==> config.mk <==
export PLATFORM = sky130hd
export DESIGN_NAME = event_frame_deframer_flat
export DESIGN_NICKNAME = d
export VERILOG_FILES = /design/src/rtl/core/efd_pkg.sv /design/src/rtl/core/efd_in_if.sv /design/src/rtl/core/efd_out_if.sv /design/src/rtl/core/efd_cfg.sv /design/src/rtl/core/efd_parse.sv /design/src/rtl/core/efd_out_stage.sv /design/src/rtl/core/event_frame_deframer.sv /design/src/flat_wrapper.sv
export SDC_FILE = /design/constraint.sdc
export NUM_CORES = 1
export LEC_CHECK = 0
export BUFFER_PORTS_ARGS = -buffer_cell sky130_fd_sc_hd__buf_2
export CAP_MARGIN = 20
export CELL_PAD_IN_SITES_DETAIL_PLACEMENT = 1
export CELL_PAD_IN_SITES_GLOBAL_PLACEMENT = 1
export CORE_UTILIZATION = 47
export CTS_CLUSTER_SIZE = 24
export DETAILED_ROUTE_END_ITERATION = 8
export PLACE_DENSITY_LB_ADDON = 0.1
export SLEW_MARGIN = 40
export SYNTH_ARGS = -nofsm -noshare
export SYNTH_HDL_FRONTEND = slang
export SYNTH_SLANG_ARGS = --single-unit
==> constraint.sdc <==
create_clock -name clk -period 6.7 [get_ports clk]
set_input_delay 2.01 -clock clk [delete_from_list [all_inputs] [get_ports clk]]
set_output_delay 2.01 -clock clk [all_outputs]
set_load 0.01 [all_outputs]
==> src/rtl/core/efd_pkg.sv <==
`timescale 1ns / 1ps

package efd_pkg;

  localparam logic [31:0] CrcPoly        = 32'hEDB88320;
  localparam logic [31:0] CrcOnes        = 32'hFFFFFFFF;
  localparam logic [31:0] PreludeBytes   = 32'd12;
  localparam logic [31:0] OverheadBytes  = 32'd16;
  localparam logic [31:0] MaxMsgReset    = 32'd16777216;
  localparam logic [31:0] MaxHdrReset    = 32'd131072;
  localparam int          CfgAddrW       = 3;

  // Wire tags with special handling.
  localparam logic [7:0] WireByteArray = 8'd6;
  localparam logic [7:0] WireString    = 8'd7;
  localparam logic [7:0] WireUuid      = 8'd9;

  // Byte classification codes.
  localparam logic [3:0] KindLenPrelude = 4'd0;
  localparam logic [3:0] KindPreludeCrc = 4'd1;
  localparam logic [3:0] KindNameLen    = 4'd2;
  localparam logic [3:0] KindName       = 4'd3;
  localparam logic [3:0] KindTag        = 4'd4;
  localparam logic [3:0] KindValLen     = 4'd5;
  localparam logic [3:0] KindValData    = 4'd6;
  localparam logic [3:0] KindPayload    = 4'd7;
  localparam logic [3:0] KindMsgCrc     = 4'd8;
  localparam logic [3:0] KindDiscard    = 4'd9;

  // Status codes.
  localparam logic [2:0] StatOk        = 3'd0;
  localparam logic [2:0] StatPreCrc    = 3'd1;
  localparam logic [2:0] StatBounds    = 3'd2;
  localparam logic [2:0] StatBadName   = 3'd3;
  localparam logic [2:0] StatBadValue  = 3'd4;
  localparam logic [2:0] StatMsgCrc    = 3'd5;
  localparam logic [2:0] StatHalted    = 3'd6;

  // Register indexes on the configuration port.
  localparam logic RegMaxMsg = 1'b0;
  localparam logic RegMaxHdr = 1'b1;

  typedef enum logic [1:0] {
    FAULT_NONE  = 2'd0,
    FAULT_NAME  = 2'd1,
    FAULT_VALUE = 2'd2
  } fault_t;

  typedef enum logic [8:0] {
    PH_PRELUDE  = 9'b000000001,
    PH_NAME_LEN = 9'b000000010,
    PH_NAME     = 9'b000000100,
    PH_TAG      = 9'b000001000,
    PH_VAL_LEN  = 9'b000010000,
    PH_VAL_DATA = 9'b000100000,
    PH_SKIP     = 9'b001000000,
    PH_PAYLOAD  = 9'b010000000,
    PH_MCRC     = 9'b100000000
  } phase_t;

  typedef struct packed {
    logic [31:0] max_message_bytes;
    logic [31:0] max_header_block_bytes;
  } cfg_t;

  typedef struct packed {
    logic [7:0]  byte_out;
    logic [3:0]  byte_kind;
    logic [3:0]  value_tag;
    logic [63:0] fixed_value;
    logic        value_complete;
    logic        frame_last;
    logic [2:0]  status;
  } res_t;

  // One entry of the byte-wise CRC table; constant-folds to a 256-entry ROM.
  function automatic logic [31:0] crc_tbl(input logic [7:0] idx);
    logic [31:0] c;
    c = {24'd0, idx};
    for (int i = 0; i < 8; i++) begin
      c = c[0] ? (CrcPoly ^ (c >> 1)) : (c >> 1);
    end
    return c;
  endfunction

endpackage

==> src/rtl/core/efd_in_if.sv <==
`timescale 1ns / 1ps

interface efd_in_if;
  logic       valid;
  logic       ready;
  logic [7:0] data_byte;

  modport source (output valid, output data_byte, input ready);
  modport sink (input valid, input data_byte, output ready);
endinterface

==> src/rtl/core/efd_out_if.sv <==
`timescale 1ns / 1ps

interface efd_out_if;
  logic        valid;
  logic        ready;
  logic [7:0]  byte_out;
  logic [3:0]  byte_kind;
  logic [3:0]  value_tag;
  logic [63:0] fixed_value;
  logic        value_complete;
  logic        frame_last;
  logic [2:0]  status;

  modport source (output valid, output byte_out, output byte_kind, output value_tag,
                  output fixed_value, output value_complete, output frame_last,
                  output status, input ready);
  modport sink (input valid, input byte_out, input byte_kind, input value_tag,
                input fixed_value, input value_complete, input frame_last,
                input status, output ready);
endinterface

==> src/rtl/core/efd_cfg.sv <==
`timescale 1ns / 1ps

module efd_cfg (
  input  logic                        clk,
  input  logic                        rst_n,
  input  logic                        psel,
  input  logic                        penable,
  input  logic                        pwrite,
  input  logic [efd_pkg::CfgAddrW-1:0] paddr,
  input  logic [31:0]                 pwdata,
  output logic [31:0]                 prdata,
  output efd_pkg::cfg_t               cfg
);

  efd_pkg::cfg_t cfg_r, cfg_nxt;
  logic          wr_en;

  assign wr_en = psel && penable && pwrite;

  // Register write decode on the access phase.
  always_comb begin
    cfg_nxt = cfg_r;
    if (wr_en) begin
      unique case (paddr[2])
        efd_pkg::RegMaxMsg: cfg_nxt.max_message_bytes      = pwdata;
        efd_pkg::RegMaxHdr: cfg_nxt.max_header_block_bytes = pwdata;
        default:            cfg_nxt = cfg_r;
      endcase
    end
  end

  always_ff @(posedge clk) begin
    if (!rst_n) begin
      cfg_r.max_message_bytes      <= efd_pkg::MaxMsgReset;
      cfg_r.max_header_block_bytes <= efd_pkg::MaxHdrReset;
    end else begin
      cfg_r <= cfg_nxt;
    end
  end

  // Read mux.
  assign prdata = (paddr[2] == efd_pkg::RegMaxHdr) ? cfg_r.max_header_block_bytes
                                                   : cfg_r.max_message_bytes;
  assign cfg    = cfg_r;

endmodule

==> src/rtl/core/efd_parse.sv <==
`timescale 1ns / 1ps

module efd_parse (
  input  logic           clk,
  input  logic           rst_n,
  efd_in_if.sink         in_ch,
  input  logic           take_ok,
  input  efd_pkg::cfg_t  cfg,
  output logic           res_load,
  output efd_pkg::res_t  res
);

  efd_pkg::phase_t phase_r, phase_nxt;
  efd_pkg::fault_t fault_r, fault_nxt;
  logic [31:0] pos_r, pos_nxt;
  logic [31:0] total_r, total_nxt;
  logic [31:0] hdrs_r, hdrs_nxt;
  logic [31:0] crc_r, crc_nxt;
  logic [31:0] snap_r, snap_nxt;
  logic [31:0] rcrc_r, rcrc_nxt;
  logic [31:0] hleft_r, hleft_nxt;
  logic [15:0] fleft_r, fleft_nxt;
  logic [3:0]  tag_r, tag_nxt;
  logic [63:0] shift_r, shift_nxt;
  logic        halted_r, halted_nxt;

  logic [7:0]  b;
  logic [31:0] crc_upd, rem, pos_inc, tot_m4, rcrc_sh;
  logic [15:0] fleft_dec;
  logic [63:0] shift_sh;
  logic [16:0] need;
  logic        fixed_len;

  assign in_ch.ready = take_ok;
  assign res_load    = in_ch.valid && take_ok;
  assign b           = in_ch.data_byte;

  // Shared arithmetic for this byte.
  assign crc_upd   = efd_pkg::crc_tbl(crc_r[7:0] ^ b) ^ {8'd0, crc_r[31:8]};
  assign rem       = hleft_r - 32'd1;
  assign pos_inc   = pos_r + 32'd1;
  assign tot_m4    = total_r - 32'd4;
  assign rcrc_sh   = {rcrc_r[23:0], b};
  assign fleft_dec = fleft_r - 16'd1;
  assign shift_sh  = {shift_r[55:0], b};

  // Value byte count implied by the tag.
  always_comb begin
    fixed_len = 1'b1;
    unique case (b)
      8'd2:                          need = 17'd1;
      8'd3:                          need = 17'd2;
      8'd4:                          need = 17'd4;
      8'd5, 8'd8:                    need = 17'd8;
      efd_pkg::WireUuid:             need = 17'd16;
      efd_pkg::WireByteArray,
      efd_pkg::WireString: begin
        need      = 17'd2;
        fixed_len = 1'b0;
      end
      default:                       need = 17'd0;
    endcase
  end

  // Next state and result for the accepted byte.
  always_comb begin
    phase_nxt  = phase_r;
    fault_nxt  = fault_r;
    pos_nxt    = pos_r;
    total_nxt  = total_r;
    hdrs_nxt   = hdrs_r;
    crc_nxt    = crc_r;
    snap_nxt   = snap_r;
    rcrc_nxt   = rcrc_r;
    hleft_nxt  = hleft_r;
    fleft_nxt  = fleft_r;
    tag_nxt    = tag_r;
    shift_nxt  = shift_r;
    halted_nxt = halted_r;

    res                = '0;
    res.byte_out       = b;
    res.byte_kind      = efd_pkg::KindDiscard;
    res.status         = efd_pkg::StatOk;

    if (halted_r) begin
      res.status = efd_pkg::StatHalted;
    end else begin
      if (phase_r != efd_pkg::PH_MCRC) begin
        crc_nxt = crc_upd;
      end
      unique case (phase_r)
        efd_pkg::PH_PRELUDE: begin
          if (pos_r < 32'd4) begin
            res.byte_kind = efd_pkg::KindLenPrelude;
            total_nxt     = {total_r[23:0], b};
          end else if (pos_r < 32'd8) begin
            res.byte_kind = efd_pkg::KindLenPrelude;
            hdrs_nxt      = {hdrs_r[23:0], b};
            if (pos_r == 32'd7) begin
              snap_nxt = crc_upd ^ efd_pkg::CrcOnes;
            end
          end else begin
            res.byte_kind = efd_pkg::KindPreludeCrc;
            rcrc_nxt      = rcrc_sh;
          end
          if (pos_r == efd_pkg::PreludeBytes - 32'd1) begin
            if (rcrc_sh != snap_r) begin
              res.status = efd_pkg::StatPreCrc;
            end else if (total_r > cfg.max_message_bytes ||
                         total_r < efd_pkg::OverheadBytes ||
                         hdrs_r > cfg.max_header_block_bytes ||
                         hdrs_r > total_r - efd_pkg::OverheadBytes) begin
              res.status = efd_pkg::StatBounds;
            end else begin
              hleft_nxt = hdrs_r;
              tag_nxt   = 4'd0;
              fault_nxt = efd_pkg::FAULT_NONE;
              if (hdrs_r != 32'd0) begin
                phase_nxt = efd_pkg::PH_NAME_LEN;
              end else if (pos_inc == tot_m4) begin
                phase_nxt = efd_pkg::PH_MCRC;
              end else begin
                phase_nxt = efd_pkg::PH_PAYLOAD;
              end
            end
            if (res.status != efd_pkg::StatOk) begin
              res.frame_last = 1'b1;
              halted_nxt     = 1'b1;
            end
          end
        end

        efd_pkg::PH_NAME_LEN, efd_pkg::PH_NAME, efd_pkg::PH_TAG,
        efd_pkg::PH_VAL_LEN, efd_pkg::PH_VAL_DATA, efd_pkg::PH_SKIP: begin
          hleft_nxt = rem;
          unique case (phase_r)
            efd_pkg::PH_NAME_LEN: begin
              res.byte_kind = efd_pkg::KindNameLen;
              tag_nxt       = 4'd0;
              if (b == 8'd0 || {24'd0, b} > rem) begin
                fault_nxt = efd_pkg::FAULT_NAME;
                phase_nxt = efd_pkg::PH_SKIP;
              end else begin
                fleft_nxt = {8'd0, b};
                phase_nxt = efd_pkg::PH_NAME;
              end
            end
            efd_pkg::PH_NAME: begin
              res.byte_kind = efd_pkg::KindName;
              fleft_nxt     = fleft_dec;
              if (fleft_dec == 16'd0) begin
                if (rem == 32'd0) begin
                  fault_nxt = efd_pkg::FAULT_VALUE;
                  phase_nxt = efd_pkg::PH_SKIP;
                end else begin
                  phase_nxt = efd_pkg::PH_TAG;
                end
              end
            end
            efd_pkg::PH_TAG: begin
              res.byte_kind = efd_pkg::KindTag;
              shift_nxt     = 64'd0;
              tag_nxt       = (b <= efd_pkg::WireUuid) ? b[3:0] : 4'd0;
              res.value_tag = tag_nxt;
              if (b == 8'd0 || b == 8'd1) begin
                res.value_complete = 1'b1;
                phase_nxt          = efd_pkg::PH_NAME_LEN;
              end else if (need == 17'd0) begin
                fault_nxt = efd_pkg::FAULT_VALUE;
                phase_nxt = efd_pkg::PH_SKIP;
              end else if ({15'd0, need} > rem) begin
                fault_nxt = efd_pkg::FAULT_VALUE;
                phase_nxt = efd_pkg::PH_SKIP;
              end else begin
                fleft_nxt = need[15:0];
                phase_nxt = fixed_len ? efd_pkg::PH_VAL_DATA : efd_pkg::PH_VAL_LEN;
              end
            end
            efd_pkg::PH_VAL_LEN: begin
              res.byte_kind = efd_pkg::KindValLen;
              res.value_tag = tag_r;
              shift_nxt     = shift_sh;
              fleft_nxt     = fleft_dec;
              if (fleft_dec == 16'd0) begin
                shift_nxt = 64'd0;
                if ({16'd0, shift_sh[15:0]} > rem) begin
                  fault_nxt = efd_pkg::FAULT_VALUE;
                  phase_nxt = efd_pkg::PH_SKIP;
                end else if (shift_sh[15:0] == 16'd0) begin
                  res.value_complete = 1'b1;
                  phase_nxt          = efd_pkg::PH_NAME_LEN;
                end else begin
                  fleft_nxt = shift_sh[15:0];
                  phase_nxt = efd_pkg::PH_VAL_DATA;
                end
              end
            end
            efd_pkg::PH_VAL_DATA: begin
              res.byte_kind = efd_pkg::KindValData;
              res.value_tag = tag_r;
              shift_nxt     = shift_sh;
              if (tag_r != efd_pkg::WireByteArray[3:0] && tag_r != efd_pkg::WireString[3:0]) begin
                res.fixed_value = shift_sh;
              end
              fleft_nxt = fleft_dec;
              if (fleft_dec == 16'd0) begin
                res.value_complete = 1'b1;
                phase_nxt          = efd_pkg::PH_NAME_LEN;
              end
            end
            default: begin
              res.byte_kind = efd_pkg::KindDiscard;
            end
          endcase
          // Leave the header block once its last byte is in.
          if (rem == 32'd0) begin
            phase_nxt = (pos_inc == tot_m4) ? efd_pkg::PH_MCRC : efd_pkg::PH_PAYLOAD;
          end
        end

        efd_pkg::PH_PAYLOAD: begin
          res.byte_kind = efd_pkg::KindPayload;
          if (pos_inc == tot_m4) begin
            phase_nxt = efd_pkg::PH_MCRC;
          end
        end

        default: begin
          res.byte_kind = efd_pkg::KindMsgCrc;
          rcrc_nxt      = rcrc_sh;
          if (pos_inc == total_r) begin
            res.frame_last = 1'b1;
            if ((crc_r ^ efd_pkg::CrcOnes) != rcrc_sh) begin
              res.status = efd_pkg::StatMsgCrc;
            end else if (fault_r == efd_pkg::FAULT_NAME) begin
              res.status = efd_pkg::StatBadName;
            end else if (fault_r == efd_pkg::FAULT_VALUE) begin
              res.status = efd_pkg::StatBadValue;
            end
            if (res.status != efd_pkg::StatOk) begin
              halted_nxt = 1'b1;
            end
          end
        end
      endcase

      // A clean frame end rearms for the next prelude.
      if (!halted_nxt && res.frame_last) begin
        phase_nxt = efd_pkg::PH_PRELUDE;
        fault_nxt = efd_pkg::FAULT_NONE;
        pos_nxt   = 32'd0;
        total_nxt = 32'd0;
        hdrs_nxt  = 32'd0;
        crc_nxt   = efd_pkg::CrcOnes;
        snap_nxt  = 32'd0;
        rcrc_nxt  = 32'd0;
        hleft_nxt = 32'd0;
        fleft_nxt = 16'd0;
        tag_nxt   = 4'd0;
        shift_nxt = 64'd0;
      end else begin
        pos_nxt = pos_inc;
      end
    end
  end

  // State registers advance on each accepted beat.
  always_ff @(posedge clk) begin
    if (!rst_n) begin
      phase_r  <= efd_pkg::PH_PRELUDE;
      fault_r  <= efd_pkg::FAULT_NONE;
      pos_r    <= 32'd0;
      total_r  <= 32'd0;
      hdrs_r   <= 32'd0;
      crc_r    <= efd_pkg::CrcOnes;
      snap_r   <= 32'd0;
      rcrc_r   <= 32'd0;
      hleft_r  <= 32'd0;
      fleft_r  <= 16'd0;
      tag_r    <= 4'd0;
      shift_r  <= 64'd0;
      halted_r <= 1'b0;
    end else if (res_load) begin
      phase_r  <= phase_nxt;
      fault_r  <= fault_nxt;
      pos_r    <= pos_nxt;
      total_r  <= total_nxt;
      hdrs_r   <= hdrs_nxt;
      crc_r    <= crc_nxt;
      snap_r   <= snap_nxt;
      rcrc_r   <= rcrc_nxt;
      hleft_r  <= hleft_nxt;
      fleft_r  <= fleft_nxt;
      tag_r    <= tag_nxt;
      shift_r  <= shift_nxt;
      halted_r <= halted_nxt;
    end
  end

endmodule

==> src/rtl/core/efd_out_stage.sv <==
`timescale 1ns / 1ps

module efd_out_stage (
  input  logic          clk,
  input  logic          rst_n,
  input  logic          res_load,
  input  efd_pkg::res_t res,
  output logic          take_ok,
  efd_out_if.source     out_ch
);

  logic          valid_r, valid_nxt;
  efd_pkg::res_t data_r;

  // A new beat may enter whenever the stage is empty or the held one leaves this cycle.
  assign take_ok   = !valid_r || out_ch.ready;
  assign valid_nxt = res_load || (valid_r && !out_ch.ready);

  always_ff @(posedge clk) begin
    if (!rst_n) begin
      valid_r <= 1'b0;
    end else begin
      valid_r <= valid_nxt;
    end
  end

  always_ff @(posedge clk) begin
    if (res_load) begin
      data_r <= res;
    end
  end

  assign out_ch.valid          = valid_r;
  assign out_ch.byte_out       = data_r.byte_out;
  assign out_ch.byte_kind      = data_r.byte_kind;
  assign out_ch.value_tag      = data_r.value_tag;
  assign out_ch.fixed_value    = data_r.fixed_value;
  assign out_ch.value_complete = data_r.value_complete;
  assign out_ch.frame_last     = data_r.frame_last;
  assign out_ch.status         = data_r.status;

endmodule

==> src/rtl/core/event_frame_deframer.sv <==
`timescale 1ns / 1ps

// Channel   Dir  Width       Contents
// in_ch     in   8           data_byte, one raw stream byte per beat
// out_ch    out  8+4+4+64+5  classified byte, tag, fixed value, flags, status
// cfg_*     i/o  32          APB registers max_message_bytes, max_header_block_bytes
//
// One byte per clock while the sink takes results: the frame parser and its byte-wise
// CRC table update all state in the cycle the byte is accepted, and the result lands
// in one output register. The output register frees in the same cycle it is taken,
// so a stalled sink only holds off the input.
// Reset (rst_n, synchronous) clears the parser to await a prelude.
module event_frame_deframer (
  input  logic                         clk,
  input  logic                         rst_n,
  efd_in_if.sink                       in_ch,
  efd_out_if.source                    out_ch,
  input  logic                         cfg_psel,
  input  logic                         cfg_penable,
  input  logic                         cfg_pwrite,
  input  logic [efd_pkg::CfgAddrW-1:0] cfg_paddr,
  input  logic [31:0]                  cfg_pwdata,
  output logic [31:0]                  cfg_prdata,
  output logic                         cfg_pready
);

  efd_pkg::cfg_t cfg;
  efd_pkg::res_t res;
  logic          res_load;
  logic          take_ok;

  assign cfg_pready = 1'b1;

  efd_cfg u_cfg (
    .clk     (clk),
    .rst_n   (rst_n),
    .psel    (cfg_psel),
    .penable (cfg_penable),
    .pwrite  (cfg_pwrite),
    .paddr   (cfg_paddr),
    .pwdata  (cfg_pwdata),
    .prdata  (cfg_prdata),
    .cfg     (cfg)
  );

  efd_parse u_parse (
    .clk      (clk),
    .rst_n    (rst_n),
    .in_ch    (in_ch),
    .take_ok  (take_ok),
    .cfg      (cfg),
    .res_load (res_load),
    .res      (res)
  );

  efd_out_stage u_out (
    .clk      (clk),
    .rst_n    (rst_n),
    .res_load (res_load),
    .res      (res),
    .take_ok  (take_ok),
    .out_ch   (out_ch)
  );

endmodule
==> src/flat_wrapper.sv <==
// flat-port wrapper written by rule: the top's interface ports become plain ports
module event_frame_deframer_flat 
  (clk, rst_n, cfg_psel, cfg_penable, cfg_pwrite, cfg_paddr, cfg_pwdata, cfg_prdata, cfg_pready, in_ch_valid, in_ch_data_byte, in_ch_ready, out_ch_valid, out_ch_byte_out, out_ch_byte_kind, out_ch_value_tag, out_ch_fixed_value, out_ch_value_complete, out_ch_frame_last, out_ch_status, out_ch_ready);
  efd_in_if in_ch_i ();
  efd_out_if out_ch_i ();
  input  logic clk;
  input  logic rst_n;
  input  logic cfg_psel;
  input  logic cfg_penable;
  input  logic cfg_pwrite;
  input  logic [efd_pkg::CfgAddrW-1:0] cfg_paddr;
  input  logic [31:0] cfg_pwdata;
  output logic [31:0] cfg_prdata;
  output logic cfg_pready;
  input wire logic [$bits(in_ch_i.valid)-1:0] in_ch_valid;
  input wire logic [$bits(in_ch_i.data_byte)-1:0] in_ch_data_byte;
  output wire logic [$bits(in_ch_i.ready)-1:0] in_ch_ready;
  output wire logic [$bits(out_ch_i.valid)-1:0] out_ch_valid;
  output wire logic [$bits(out_ch_i.byte_out)-1:0] out_ch_byte_out;
  output wire logic [$bits(out_ch_i.byte_kind)-1:0] out_ch_byte_kind;
  output wire logic [$bits(out_ch_i.value_tag)-1:0] out_ch_value_tag;
  output wire logic [$bits(out_ch_i.fixed_value)-1:0] out_ch_fixed_value;
  output wire logic [$bits(out_ch_i.value_complete)-1:0] out_ch_value_complete;
  output wire logic [$bits(out_ch_i.frame_last)-1:0] out_ch_frame_last;
  output wire logic [$bits(out_ch_i.status)-1:0] out_ch_status;
  input wire logic [$bits(out_ch_i.ready)-1:0] out_ch_ready;
  assign in_ch_i.valid = in_ch_valid;
  assign in_ch_i.data_byte = in_ch_data_byte;
  assign in_ch_ready = in_ch_i.ready;
  assign out_ch_valid = out_ch_i.valid;
  assign out_ch_byte_out = out_ch_i.byte_out;
  assign out_ch_byte_kind = out_ch_i.byte_kind;
  assign out_ch_value_tag = out_ch_i.value_tag;
  assign out_ch_fixed_value = out_ch_i.fixed_value;
  assign out_ch_value_complete = out_ch_i.value_complete;
  assign out_ch_frame_last = out_ch_i.frame_last;
  assign out_ch_status = out_ch_i.status;
  assign out_ch_i.ready = out_ch_ready;
  event_frame_deframer u_core (.clk(clk), .rst_n(rst_n), .in_ch(in_ch_i), .out_ch(out_ch_i), .cfg_psel(cfg_psel), .cfg_penable(cfg_penable), .cfg_pwrite(cfg_pwrite), .cfg_paddr(cfg_paddr), .cfg_pwdata(cfg_pwdata), .cfg_prdata(cfg_prdata), .cfg_pready(cfg_pready));
endmodule
# ---- Yosys cells after proc, flatten, opt, wreduce, memory -nomap -nowiden
# Cells that the tools add are included.
dict set report classes {
  addsub 5
  n_lt_le_gt_ge 10
  eq_ne 53
  mux 122
  bitwise_logic 17
  n_reduce_logical 58
}
# cell n
set ops {}
lappend ops {{32-bit two-way mux} 28}
lappend ops {{56-bit two-way mux} 3}
lappend ops {{56-bit one-hot mux with 3 select lines} 1}
lappend ops {{16-bit two-way mux} 9}
lappend ops {{9-bit two-way mux} 14}
lappend ops {{13-bit inverter with 14-bit output} 7}
lappend ops {{32-bit > comparator} 3}
lappend ops {{24-bit two-way mux} 3}
lappend ops {{32-bit equality test} 2}
lappend ops {{32-bit inequality test} 2}
lappend ops {{32-bit inverter} 2}
lappend ops {{16-bit one-hot mux with 4 select lines} 1}
lappend ops {{32-bit one-hot mux with 2 select lines} 1}
lappend ops {{24-bit one-hot mux with 2 select lines} 1}
lappend ops {{9-bit one-hot mux with 5 select lines} 1}
lappend ops {{32-bit by 1-bit adder with 32-bit output (second input constant)} 1}
lappend ops {{32-bit by 3-bit equality test with 1-bit output (second input constant)} 1}
lappend ops {{32-bit by 4-bit equality test with 1-bit output (second input constant)} 1}
lappend ops {{8-bit by 3-bit equality test with 1-bit output (second input constant)} 4}
lappend ops {{16-bit by 32-bit > comparator with 1-bit output} 1}
lappend ops {{17-bit by 32-bit > comparator with 1-bit output} 1}
lappend ops {{8-bit by 32-bit > comparator with 1-bit output} 1}
lappend ops {{16-bit logical NOT} 2}
lappend ops {{32-bit logical NOT} 1}
lappend ops {{other kinds (73)} 174}
dict set report word_totals {
  ff_bits 454
  input_bits 50
  out_inout_bits 120
  elab_cells 288
}

# ---- Depth between registers and ports, before layout
dict set report depth {
  ltp_word 24
  mapped_depth 21
  mapped_depth_nobuf 18
}

# ---- Hierarchy
# Synthesis repeated with hierarchy kept, for this count alone.
dict set report hier_totals {
  cells_unflattened 3266
  hier_area_um2 27413.8
}
# module n_inst cells_each area_each_um2 seq_area_each_um2
set by_module_without_submodules {}
lappend by_module_without_submodules {efd_parse 1 2893 21986.1 6085.8}
lappend by_module_without_submodules {efd_cfg 1 282 2815.2 1281.2}
lappend by_module_without_submodules {efd_out_stage 1 89 2601.2 2572.5}
lappend by_module_without_submodules {event_frame_deframer 1 2 11.3 0.0}

# ---- Worst setup path after synthesis
# OpenSTA, ideal clock, no wires.
dict set report synth_path {
  kind {input-to-reg}
  from {input port in_ch_data_byte[7]}
  to {register u_core.u_parse.fleft_r[3]}
  setup_time_ps 70
  arrival_ps 5275
  required_ps 6630
  setup_slack_ps 1354
  path_stages 16
  n_path_buf 1
  path_cell_list {clkbuf_1 or4_1 nor2_1 nand2_1 nor2_1 ha_1 nor2b_1 o21a_1 o21a_1 o21a_1 o211ai_1 nand4b_1 o21ai_1 o21a_1 or4_1 a21oi_1}
}
dict set report synth_via {
  elab_chain_len 14
  word_cells_on_any_way 59
  classes_between {order compare (3); eq/ne (15); mux (27); reduce/logical (14)}
}
# item line
set synth_rtl {}
lappend synth_rtl {{start, declared} flat_wrapper.sv:16} ;# input wire logic [$bits(in_ch_i.data_byte)-1:0] in_ch_data_byte;
lappend synth_rtl {{32-bit inequality test (on tied branches)} {efd_parse.sv:234, efd_parse.sv:108}}
lappend synth_rtl {{3-bit two-way mux / 2-bit two-way mux (equally long branches)} {efd_parse.sv:234, efd_parse.sv:108}}
lappend synth_rtl {{3-bit two-way mux (on tied branches)} {efd_parse.sv:232, efd_parse.sv:107}}
lappend synth_rtl {{3-bit two-way mux} efd_parse.sv:92} ;# unique case (phase_r)
lappend synth_rtl {{3-bit two-way mux} efd_parse.sv:86} ;# if (halted_r) begin
lappend synth_rtl {{3-bit nonzero test (on tied branches)} {efd_parse.sv:241, efd_parse.sv:127}}
lappend synth_rtl {{1-bit two-way mux (on tied branches)} {efd_parse.sv:241, efd_parse.sv:127}}
lappend synth_rtl {{1-bit two-way mux (on tied branches)} {efd_parse.sv:232, efd_parse.sv:107}}
lappend synth_rtl {{1-bit one-hot mux with 2 select lines} efd_parse.sv:92}
lappend synth_rtl {{1-bit two-way mux} efd_parse.sv:86}
lappend synth_rtl {{1-bit logical NOT} efd_parse.sv:249} ;# if (!halted_nxt && res.frame_last) begin
lappend synth_rtl {{1-bit logical AND} efd_parse.sv:249}
lappend synth_rtl {{3-bit inequality test (no line), or another cell as far along} --}
lappend synth_rtl {{8-bit AND reduction (no line)} --}
lappend synth_rtl {{end signal, assigned} efd_parse.sv:294} ;# fleft_r <= fleft_nxt;
lappend synth_rtl {{end, declared} efd_parse.sv:22} ;# logic [15:0] fleft_r, fleft_nxt;
# Several ways; a longest one is shown, not always the timed one. The select of a mux whose other input is x is not followed.
# A chain may end at the register's enable or synchronous reset.

# ---- Worst setup path in the final report
dict set report layout_path {
  from {register u_core.u_parse.total_r[12]}
  to {register u_core.u_parse.tag_r[0]}
}
dict set report layout_via {
  elab_chain_len 18
  word_cells_on_any_way 32
  classes_between {add/sub (1); order compare (3); eq/ne (5); mux (15); reduce/logical (8)}
}
# item line
set layout_rtl {}
lappend layout_rtl {{start, declared} efd_parse.sv:16} ;# logic [31:0] total_r, total_nxt;
lappend layout_rtl {{start signal, assigned} efd_parse.sv:288} ;# total_r <= total_nxt;
lappend layout_rtl {{parallel branches: the longest is 18 deep, another holds 32-bit by 5-bit subtractor with 32-bit output} --}
lappend layout_rtl {{end signal, assigned} efd_parse.sv:295} ;# tag_r <= tag_nxt;
lappend layout_rtl {{end, declared} efd_parse.sv:23} ;# logic [3:0] tag_r, tag_nxt;
# Several ways; the timed one is not identified. The select of a mux whose other input is x is not followed.

==> metrics <==
result of the run=finished clean; beginning of the worst hold path=u_core.u_cfg.cfg[38]$_SDFFE_PN0P_; Crit Reg-Reg Endpoint=u_core.u_parse.tag_r[0]$_SDFFE_PN0P_; number of synthesis warnings=0; Relative slew margins=between 40% and 50%; Setup-failing EPs final=0; worst-case hold path end point=u_core.u_cfg.cfg[38]$_SDFFE_PN0P_; nets=roughly 3,500; global-route wire length before repair=roughly 150 mm; signal arrival time at the worst endpoint=between 6 and 7 ns; Hold Path Cell Cnt=2; DR WL met2=around 44 mm; fraction of registers with async set/reset=0%; Clock transition at path regs=roughly 0.060 ns; final period utilization=about 86%; CP Capture Type=flip-flop; crit path time final=around 5.7 ns; average wire per standard cell=23.3 µm; sum of met3 wire segment lengths after detailed routing=between 5 and 6 mm; initial antenna violation count=1; slew at the pin closest to its max-slew limit=0.854 ns; GPL Wtd Cong=between 0.9 and 1; path category of the worst min-delay check=flip-flop to flip-flop; count of inserted antenna diode cells=0; final-report hold violation count=0; total routing usage reported by global routing=roughly a third; later-pin clock latency in the skew report=around 0.62 ns; starting utilization of the core area=47.9%; Setup WS pre-CTS=roughly 0.89 ns; DRT Wirelength=95.7 mm; flip-flop and latch count after synthesis=roughly 450; power per cell area=roughly 240 mW/mm²; via count=around 25,000; unrepaired setup endpoints after global routing=no; CP Cell Sequence=or4_1, nor4b_1, buf_4, and2_0, nand2_1, xor2_1, ha_1, nand4_1, or4_1, nor2_1, a21oi_1, nor4_1, nand4_1, a21oi_2, o21ai_2, buf_4, or2_1, a31o_1; residual overflow from global routing=0; data required time at the worst endpoint=~7.2 ns; post-route cell area=0.0298 mm²; sequential area share after synthesis=between 30 and 40%; CP max stage cell=sky130_fd_sc_hd__or4_1; Max Clk Rate=between 150 and 200 MHz; met1 WL=42.6 mm; number of cells in the design after placement=4,010; Post-Route Setup TNS=0 ns; highest ir drop seen on vdd=0.217 mV; overall power after layout=roughly 7.3 mW; DIE AREA=0.0576 mm²; detailed placer's ending HPWL=between 60 and 70 mm; startpoint of the worst-slack reg-to-reg timing path=u_core.u_parse.total_r[12]$_SDFFE_PN0P_; placed cell area=roughly 0.028 mm²; final setup margin=~0.97 ns; Worst R2R Path Depth=18; number of buffers inserted by post-CTS setup repair=0; kind of critical path=flip-flop to flip-flop; level count of the clock H-tree=2; number of maximum-capacitance constraint violations=0; number of buffers between clock root and the deepest sink=3; top routing layer in use=met5; Yosys cell types=a little under 90; count of buffers from port buffering=~170; Core ar.=about 0.056 mm²; Post-synth EDFFs=between 80 and 90; Post-Syn Nets=between 3,000 and 4,000; total clock sinks=~450; leak pwr=~11 nW; Site Rows=86; buffer type at the clock tree root=sky130_fd_sc_hd__clkbuf_16; die outline height=240 µm; longest individual stage delay on the worst path=around 0.64 ns; top cell family by delay on the critical path=simple AND/OR/NAND/NOR gates; WP buf/inv=2; pins over their slew limit=0; number of DRC markers after the initial detailed-route iteration=between 2,000 and 2,500; number of instances resized during post-cts repair=0; hold-fix buffers at CTS=0; ports placed on the boundary=170; number of buffers added by the clock tree synthesis step=53; critical path peak fanout=41; TritonCTS clock tree=built; crit path launch type=flip-flop; post-route antenna net violation count=0; Hold WS=around 0.45 ns; via count of the first global-routing pass=25,576; netlist area before placement=approximately 0.027 mm²; Remaining DRCs=0; ratio of cells with drive above 1 in the final layout=11.0%; Post-Syn Instances=3,273; Layout Cells excl Fill=4,107; die span in x=240 µm; routed vias/inst=6.19; utilization after layout=53.7%; most instantiated flip-flop cell in the synthesis netlist=sky130_fd_sc_hd__dfxtp_1; Layout Skew=0.0158 ns; average cell area after synthesis=8.13 µm²; drt first pass iters=6; internal reg-to-reg setup slack=0.97 ns; pin count of the biggest net entering global routing=123; Layout area overhead=12.1%
[cell families after synthesis]
logic type,count (synthesis),share of synthesized area [%]
DFF,454,37.4
buffers and inverters,341,5.03
adders and majority gates,128,6.02
AOI/OAI and AO/OA,688,15.5
other,1,0.0141
xor gates and xnor gates,259,8.73
and+or+nand+nor,1355,25.5
muxes,47,1.79
[cell usage in the layout, fill, tap and decap left out, types with 42 or more instances in the layout]
cell                        instances
sky130_fd_sc_hd__ha_1             128
sky130_fd_sc_hd__nand2_1          418
sky130_fd_sc_hd__nor4_1            58
sky130_fd_sc_hd__edfxtp_1          85
sky130_fd_sc_hd__o21ai_0          140
sky130_fd_sc_hd__clkbuf_16         53
sky130_fd_sc_hd__a21oi_1          292
sky130_fd_sc_hd__a22oi_1           73
sky130_fd_sc_hd__nor2_1           238
sky130_fd_sc_hd__nand4_1           97
sky130_fd_sc_hd__nor3_1            72
sky130_fd_sc_hd__inv_1            101
sky130_fd_sc_hd__buf_2            166
sky130_fd_sc_hd__buf_4             55
sky130_fd_sc_hd__xor2_1            81
sky130_fd_sc_hd__dfxtp_1          369
sky130_fd_sc_hd__mux2i_1           42
sky130_fd_sc_hd__xnor2_1          172
sky130_fd_sc_hd__and2_1            73
sky130_fd_sc_hd__nand3_1          174
[worst min-delay path: cells and delay by family (launching register included)]
family | cells | cell delay, ns
AO/OA/AOI/OAI | 1 | 0.05
flip-flops | 1 | 0.30
AND/OR/NAND/NOR | 1 | 0.05
[worst max-delay path by stage]
stage | startpoint | to | cells past startpoint
finish | u_core.u_parse.total_r[12]$_SDFFE_PN0P_ | u_core.u_parse.tag_r[0]$_SDFFE_PN0P_ | 18
global placement | in_ch_data_byte[4] | u_core.u_parse.fleft_r[3]$_SDFFE_PN0P_ | 16
floorplan | in_ch_data_byte[7] | u_core.u_parse.fleft_r[3]$_SDFFE_PN0P_ | 16
CTS | u_core.u_parse.total_r[12]$_SDFFE_PN0P_ | u_core.u_parse.tag_r[0]$_SDFFE_PN0P_ | 17
detailed placement | in_ch_data_byte[4] | u_core.u_parse.fleft_r[3]$_SDFFE_PN0P_ | 16
global route | u_core.u_parse.total_r[12]$_SDFFE_PN0P_ | u_core.u_parse.tag_r[0]$_SDFFE_PN0P_ | 18
[sequential cells by signal (all words and copies together) (netlist names), 32 cells and up]
signal	flops
u_core.u_out.out_ch.fixed_value	64
u_core.u_cfg.cfg	64
u_core.u_parse.pos_r	32
u_core.u_parse.hleft_r	32
u_core.u_parse.snap_r	32
u_core.u_parse.shift_r	56
u_core.u_parse.crc_r	32
u_core.u_parse.total_r	32
u_core.u_parse.hdrs_r	32
[power breakdown]
group	internal, mW	switching [mW]
sequential	2.87	0.0877
clock	1.66	1.22
combinational	0.553	0.891
total	5.08	2.20
[cell usage after synthesis, drive strengths merged, types with 20 or more instances]
| master | number | area (µm²) |
|---|---|---|
| xor2 | 82 | 718 |
| o21ai | 155 | 780 |
| nand2 | 418 | 1570 |
| clkbuf | 195 | 733 |
| edfxtp | 85 | 2550 |
| nor4 | 72 | 523 |
| buf | 43 | 219 |
| dfxtp | 369 | 7390 |
| ha | 128 | 1600 |
| nor2b | 22 | 138 |
| or3 | 27 | 169 |
| nand4 | 101 | 657 |
| or4 | 20 | 150 |
| and2 | 74 | 463 |
| nor3 | 73 | 365 |
| inv | 103 | 387 |
| a21oi | 297 | 1490 |
| nor2 | 242 | 911 |
| o211ai | 29 | 218 |
| a211oi | 21 | 158 |
| xnor2 | 173 | 1520 |
| mux2i | 42 | 420 |
| nand2b | 34 | 213 |
| and3 | 25 | 156 |
| a22oi | 73 | 548 |
| nand3 | 176 | 898 |
[layer usage]
layer,GRT usage [%],up-vias
li1,-,11704
met1,43.9,12753
met2,53.0,756
met3,5.24,201
met4,11.6,2
met5,0,-
[layout make-up]
cell class	instances	area, µm²
timing repair buffer	227	1350
multi-input combinational	2478	15500
inverter	103	395
tap	748	936
sequential	454	9940
clock buffer	75	1480
fill	6720	25700
clock inverter	22	225
Note: power is estimated with default switching activity, not from simulation.
